`src/rtl/core/assert_macros.svh`:
```
// ----------------------------------------------------------------------------
// assert_macros.svh : shared assertion macros
// ----------------------------------------------------------------------------
`ifndef ASSERT_MACROS_SVH
`define ASSERT_MACROS_SVH

// cond must never hold outside reset
`define TTB_NEVER(lbl, ck, rs, cond) \
  lbl: assert property (@(posedge ck) disable iff (rs) !(cond)) \
    else $error("never-condition seen");

// ante implies cons in the same cycle
`define TTB_IMPLY(lbl, ck, rs, ante, cons) \
  lbl: assert property (@(posedge ck) disable iff (rs) (ante) |-> (cons)) \
    else $error("implication broken");

`endif

```
`src/rtl/core/ttb_queue.sv`:
```
// ----------------------------------------------------------------------------
// ttb_queue : two-entry queue
// Decouples the decode front from the divider back.
// ----------------------------------------------------------------------------
`timescale 1ns / 1ps

module ttb_queue #(
  parameter int W = 8
) (
  input  logic         clk,
  input  logic         rst,
  input  logic         push,
  input  logic [W-1:0] din,
  input  logic         pop,
  output logic [W-1:0] dout,
  output logic         empty,
  output logic         full
);

  logic [W-1:0] mem [2];
  logic         wr_ptr, rd_ptr;
  logic [1:0]   count;

  always_ff @(posedge clk) begin
    if (push && !full) begin
      mem[wr_ptr] <= din;
    end
  end

  always_ff @(posedge clk) begin
    if (rst) begin
      wr_ptr <= 1'b0;
      rd_ptr <= 1'b0;
      count  <= 2'd0;
    end else begin
      if (push && !full) begin
        wr_ptr <= ~wr_ptr;
      end
      if (pop && !empty) begin
        rd_ptr <= ~rd_ptr;
      end
      count <= count + 2'((push && !full) ? 1 : 0) - 2'((pop && !empty) ? 1 : 0);
    end
  end

  assign dout  = mem[rd_ptr];
  assign empty = (count == 2'd0);
  assign full  = (count == 2'd2);

endmodule

```
`config.mk`:
```
export PLATFORM = sky130hd
export DESIGN_NAME = ttb_queue
export DESIGN_NICKNAME = d
export VERILOG_FILES = /design/src/rtl/core/assert_macros.svh /design/src/rtl/core/ttb_queue.sv
export SDC_FILE = /design/constraint.sdc
export NUM_CORES = 1
export LEC_CHECK = 0
export ABC_AREA = 1
export BUFFER_PORTS_ARGS = -buffer_cell sky130_fd_sc_hd__buf_2
export CAP_MARGIN = 20
export CELL_PAD_IN_SITES_DETAIL_PLACEMENT = 0
export CELL_PAD_IN_SITES_GLOBAL_PLACEMENT = 2
export CORE_ASPECT_RATIO = 2
export CORE_UTILIZATION = 33
export CTS_CLUSTER_SIZE = 10
export DETAILED_ROUTE_END_ITERATION = 12
export PLACE_DENSITY = 0.85
export SLEW_MARGIN = 25
export SYNTH_ARGS = -nofsm -noshare
export SYNTH_HDL_FRONTEND = slang
export SYNTH_SLANG_ARGS = --single-unit
```
`constraint.sdc`:
```
create_clock -name clk -period 1.8 [get_ports clk]
set_input_delay 0.09 -clock clk [delete_from_list [all_inputs] [get_ports clk]]
set_output_delay 0.09 -clock clk [all_outputs]
set_load 0.005 [all_outputs]
```
==> results of run 1 <==
==> worst reg2reg max path, cell delays in order (launching register included) <==
cell,delay (ns)
dfxtp_1,0.36
inv_1,0.06
nand2_1,0.11
nand2_1,0.09
ha_1,0.27
inv_1,0.04
ha_1,0.19
inv_1,0.06
nand2_1,0.06
a21oi_1,0.14
nor2_1,0.06
==> per-stage QoR <==
stage               total power (uW)  worst slack (ns)
finish                          1390             0.253
global route                    1490             0.136
CTS                             1410             0.234
detailed placement              1130             0.250
global placement                1120             0.293
floorplan                        995             0.377
==> final cells by class <==
type	count	area, um^2
Multi-Input combinational cell	32	239
Timing Repair Buffer	23	123
Fill cell	244	1480
Inverter	10	37.5
Sequential cell	21	581
Tap cell	28	35.0
Clock buffer	4	45.0
==> cell families after synthesis <==
family                   after synthesis  share of synthesized area
AND/OR/NAND/NOR                       20                     0.0965
adder cells (fa/ha/maj)                2                     0.0288
AO/OA/AOI/OAI                          2                     0.0115
buffers and inverters                 11                     0.0562
flip-flops                            21                      0.669
multiplexers                           8                      0.138
==> where the power goes <==
part / switching [uW] / leakage (uW) / internal, uW / total (uW)
registers: 67.5 / 0.000191 / 624 / 692
logic: 190 / 0.000263 / 228 / 418
clock network: 127 / 0.0000228 / 157 / 284
==> per-layer routing <==
layer  wire, um  vias up  GRT usage
met1        391      222     0.0870
li1           -      264          -
met2        684       21      0.196
met3         61        5     0.0179
met4         38        0     0.0714
met5          0        -          0
==> flip-flops by register name, summed over array words and instances (netlist names), named ones only <==
signal and count:
rd_ptr 1, count 2, wr_ptr 1, mem 16
==> synth_stat cells, drive strengths merged <==
cell type and instances:
inv 10, a21oi 2, edfxtp 16, nand3 3
ha 2, dfxtp 5, nor2 9, nand2 8
buf 1, mux2 8
==> how the worst min path moves through the flow <==
stage,end,cells past startpoint,slack (ns),start
finish,mem[1][6],1,0.03,din[6]
global route,mem[0][3],1,0.03,din[3]
CTS,mem[1][6],1,0.02,din[6]
detailed placement,count[0],2,0.27,rst
global placement,count[0],2,0.26,rst
floorplan,count[0],1,0.16,rst
==> results.py, run 1 <==
metrics = {
    "floorplan": {
        "die_w_um": 38.3,
        "fp.dieArea_mm2": 0.00285,
        "die_height_um": 74.5,
        "core-area_mm2": 0.00254,
        "ios": 22,
        "core.rowCount": 26,
        "start_util": 0.342,
    },
    "clock_network": {
        "cts_setup_buffers": 0,
        "cts_tree": "done",
        "clkSinkCount": 21,
        "cts_hold_buf": 1,
        "numCtsBuffers": 3,
        "cts-root-buf": "clkbuf_8",
        "cts_buffer_depth": 2,
        "cts_htree_levels": 1,
        "clock_latency_ns": 0.25,
        "clk_pin_slew_ns": 0.07,
        "cts_resized": 0,
    },
    "placed_design": {
        "port_buffers": 21,
        "gp_congestion": 0.628,
        "place_area_mm2": 0.00100,
        "dp_cells": 113,
        "dp_hpwl_um": 997,
    },
    "pwr": {
        "power_leakage_uw": 0.000476,
        "p_per_area_mw_per_mm2": 1310,
        "vdd_drop_max_mv": 0.671,
    },
    "critical_path": {
        "cp-end-kind": "flip-flop",
        "cp_num_buf_inv": 3,
        "critPathSlowestCell": "dfxtp_1",
        "critPathTopFamily": "adder cells",
        "cp_cell_sequence": "inv_1, nand2_1, nand2_1, ha_1, inv_1, ha_1, inv_1, nand2_1, a21oi_1, nor2_1",
        "worstSetupEndpoint": "count[1]",
        "r2r_start": "count[0]",
        "worst_ep_required_time_ns": 1.95,
        "max_stage_delay_ns": 0.36,
        "critical_path.max_fanout": 4,
        "r2r-end": "count[1]",
        "startpoint": "count[0]",
        "cp_num_cells": 10,
        "critical_path_class": "reg -> reg",
        "reg2regPathDepth": 10,
        "worstSetupStartpointType": "flip-flop",
        "critical_path_arrival_ns": 1.70,
        "r2r_slack_ns": 0.25,
    },
    "drt": {
        "drt_first_pass_iters": 2,
        "route.detailed.drc": 0,
        "dr_total_vias": 512,
        "detail-route-antenna-nets": 0,
        "drt-total-wl_um": 1180,
        "drtIter0Drc": 11,
        "vias_per_cell": 4.34,
        "wl_per_cell_um": 9.97,
    },
    "layout": {
        "antenna_cells": 0,
        "layout_commonest_cell": "buf_2",
        "drive_gt1_frac": 0.389,
        "stdcell_area_mm2": 0.00106,
        "syn_to_final_growth_pct": 22.0,
        "fin_cells": 118,
        "nNetsFinal": 105,
        "layout_common_cells": "21 x buf_2, 16 x edfxtp_1, 10 x inv_1",
        "final_util": 0.418,
    },
    "sta": {
        "worst_pin_slew_ns": 0.480,
        "finalSetupTns_ns": 0,
        "drv_slew": 0,
        "finClkSkew_ns": 0.00325,
        "finalCritPeriodShare": 0.860,
        "final-hold-violation-count": 0,
        "rsz0062_at_grt": "no",
        "setup_viol": 0,
        "holdWs_ns": 0.0267,
        "relSlewSlack": 0.679,
        "period_needed_ns": 1.55,
        "max_freq_mhz": 646,
    },
    "synth": {
        "syn-num-nets": 78,
        "yosys.cell_types.count": 11,
        "ys_seq_area_frac": 0.669,
        "syn_area_per_cell_um2": 13.6,
        "synth_cells": 64,
        "ys_warn_count": 0,
        "netlist_area_um2": 868,
        "yosys.area.top_type_share": 0.553,
        "ys_ff_latch": 21,
        "synthTopCellsByArea": "edfxtp_1 55%, mux2_4 14%, dfxtp_1 12%",
        "synth_top_cell_by_area": "edfxtp_1",
    },
    "grt": {
        "grt_max_degree": 12,
        "grt_usage": 0.103,
        "overflow": 0,
        "grt_pass1_vias": 512,
        "grt_pass1_wl_um": 1990,
        "antenna_found_initial": 0,
    },
    "outcome": {
        "status": "complete, no violations",
    },
    "worst_hold_path": {
        "holdCritPathClass": "in -> reg",
    },
    "flow_run": {
        "cap_viol_max_count": 0,
    },
}
No activity file was read; power rests on OpenSTA's default activity.
==> run 2, diff against run 1 <==
--- a/config.mk
+++ b/config.mk
@@ -14,7 +14,7 @@
 export CORE_UTILIZATION = 33
 export CTS_CLUSTER_SIZE = 10
 export DETAILED_ROUTE_END_ITERATION = 12
-export PLACE_DENSITY = 0.85
+export PLACE_DENSITY_LB_ADDON = 0.25
 export SLEW_MARGIN = 25
 export SYNTH_ARGS = -nofsm -noshare
 export SYNTH_HDL_FRONTEND = slang
==> results.py, run 2 (synthesized netlist as in run 1, its figures left out) <==
metrics = {
    "outcome": {
        "status": "finished with violations",
        "violations": "design-rule violations",
    },
    "pwr": {
        "power_leakage_uw": 0.000479,
        "vdd_drop_max_mv": 0.582,
        "power_uw": 1390,
        "p_per_area_mw_per_mm2": 1310,
    },
    "placed_design": {
        "dp_hpwl_um": 988,
        "gp_congestion": 0.621,
        "port_buffers": 21,
        "dp_cells": 113,
    },
    "sta": {
        "period_needed_ns": 1.52,
        "finalSetupTns_ns": 0,
        "finalCritPeriodShare": 0.846,
        "relSlewSlack": 0.675,
        "drv_slew": 0,
        "max_freq_mhz": 657,
        "worst_pin_slew_ns": 0.487,
        "finClkSkew_ns": 0.00388,
        "final-hold-violation-count": 0,
        "rsz0062_at_grt": "no",
        "setup_viol": 0,
    },
    "critical_path": {
        "cp-end-kind": "flip-flop",
        "critical_path_arrival_ns": 1.68,
        "worst_ep_required_time_ns": 1.95,
        "critical_path_class": "reg -> reg",
        "critical_path.max_fanout": 4,
        "cp_cell_sequence": "inv_1, nand2_1, nand2_1, ha_1, inv_1, ha_1, inv_1, nand2_1, a21oi_1, nor2_1",
        "critPathSlowestCell": "dfxtp_1",
        "worstSetupStartpointType": "flip-flop",
        "max_stage_delay_ns": 0.37,
    },
    "grt": {
        "grt_pass1_vias": 451,
        "antenna_found_initial": 0,
        "grt_max_degree": 13,
        "use_met2": 0.177,
        "grt_use_met3": 0.00896,
        "use_met1": 0.0745,
        "grt_usage": 0.0984,
        "overflow": 0,
        "busiest_layer": "met2",
        "grt_pass1_wl_um": 1790,
    },
    "clock_network": {
        "clkSinkCount": 21,
        "cts_buffer_depth": 2,
        "cts-root-buf": "clkbuf_8",
        "cts_tree": "done",
        "numCtsBuffers": 3,
        "clock_latency_ns": 0.25,
        "clk_pin_slew_ns": 0.07,
        "cts_htree_levels": 1,
    },
    "layout": {
        "antenna_cells": 0,
        "final_util": 0.418,
        "fillers": 251,
        "syn_to_final_growth_pct": 22.2,
        "nNetsFinal": 105,
        "drive_gt1_frac": 0.400,
        "regMostFlops": "mem",
        "fin_cells": 118,
        "reg_top3": "mem (16), count (2)",
        "layout_common_cells": "21 x buf_2, 16 x edfxtp_1, 10 x inv_1",
        "largest_reg_flops": 16,
        "layout_commonest_cell": "buf_2",
    },
    "drt": {
        "drtIter0Drc": 13,
        "dr_total_vias": 510,
        "wl_per_cell_um": 9.97,
        "drt-total-wl_um": 1180,
        "detail-route-antenna-nets": 0,
        "drt_first_pass_iters": 8,
        "vias_per_cell": 4.32,
        "route.detailed.drc": 1,
    },
    "worst_hold_path": {
        "holdCritPathClass": "in -> reg",
    },
    "floorplan": {
        "start_util": 0.342,
        "ios": 22,
        "die_height_um": 74.5,
        "die_w_um": 38.3,
        "core-area_mm2": 0.00254,
        "fp.dieArea_mm2": 0.00285,
        "core.rowCount": 26,
    },
    "flow_run": {
        "cap_viol_max_count": 0,
    },
}
==> run 2: cell types whose count changed in the layout (fill, tap and decap cells not counted), sizes merged <==
cell	delta
clkbuf	-1
clkinv	+1
==> run 2: stage by stage <==
step	hold slack, ns	setup WS, ns	cell area (um^2)
after floorplan	0.161	0.377	868
after global routing	0.0217	0.138	1060
after CTS	0.00264	0.247	1050
final	0.0203	0.277	1060
after global placement	0.272	0.265	1000
after detailed placement	0.276	0.258	1000
==> run 2: timing repair <==
item,in CTS,in global routing
resized for setup,0,0
hold buffers,0,1
hold endpoints to repair,0,1
buffers inserted,0,0
==> run 2: critical path: cells and delay by family (launching register included) <==
kind / cells / cell delay, ns
AOI/OAI and AO/OA: 1 / 0.14
adders and majority gates: 2 / 0.45
buffers and inverters: 3 / 0.16
DFF: 1 / 0.37
and+or+nand+nor: 4 / 0.29
==> run 2: routing by layer <==
metal | up-vias | routed length, um
met3 | 4 | 51
met5 | - | 0
li1 | 269 | -
met1 | 221 | 385
met4 | 0 | 58
met2 | 16 | 680
==> run 2: where the power goes <==
group	total [uW]	switching, uW	internal, uW	leakage (uW)
Sequential	689	64.6	624	0.000191
Combinational	419	190	229	0.000263
Clock	285	131	154	0.0000255
==> run 2: final timing paths <==
kind,start,end,slack [ns],cells past startpoint
max,count[0],count[1],0.28,10
min,din[4],mem[1][4],0.02,1
max reg2reg,count[0],count[1],0.28,10
min reg2reg,rd_ptr,flip-flop,0.51,2
==> run 2: area by class of cell <==
cell class	count	area (um^2)	share of cell area
timing repair buffer	23	123	0.116
multi-input combinational	32	239	0.225
tap	28	35.0	0.0330
clock buffer	3	41.3	0.0389
inverter	10	37.5	0.0354
sequential	21	581	0.547
clock inverter	1	5.00	0.00472
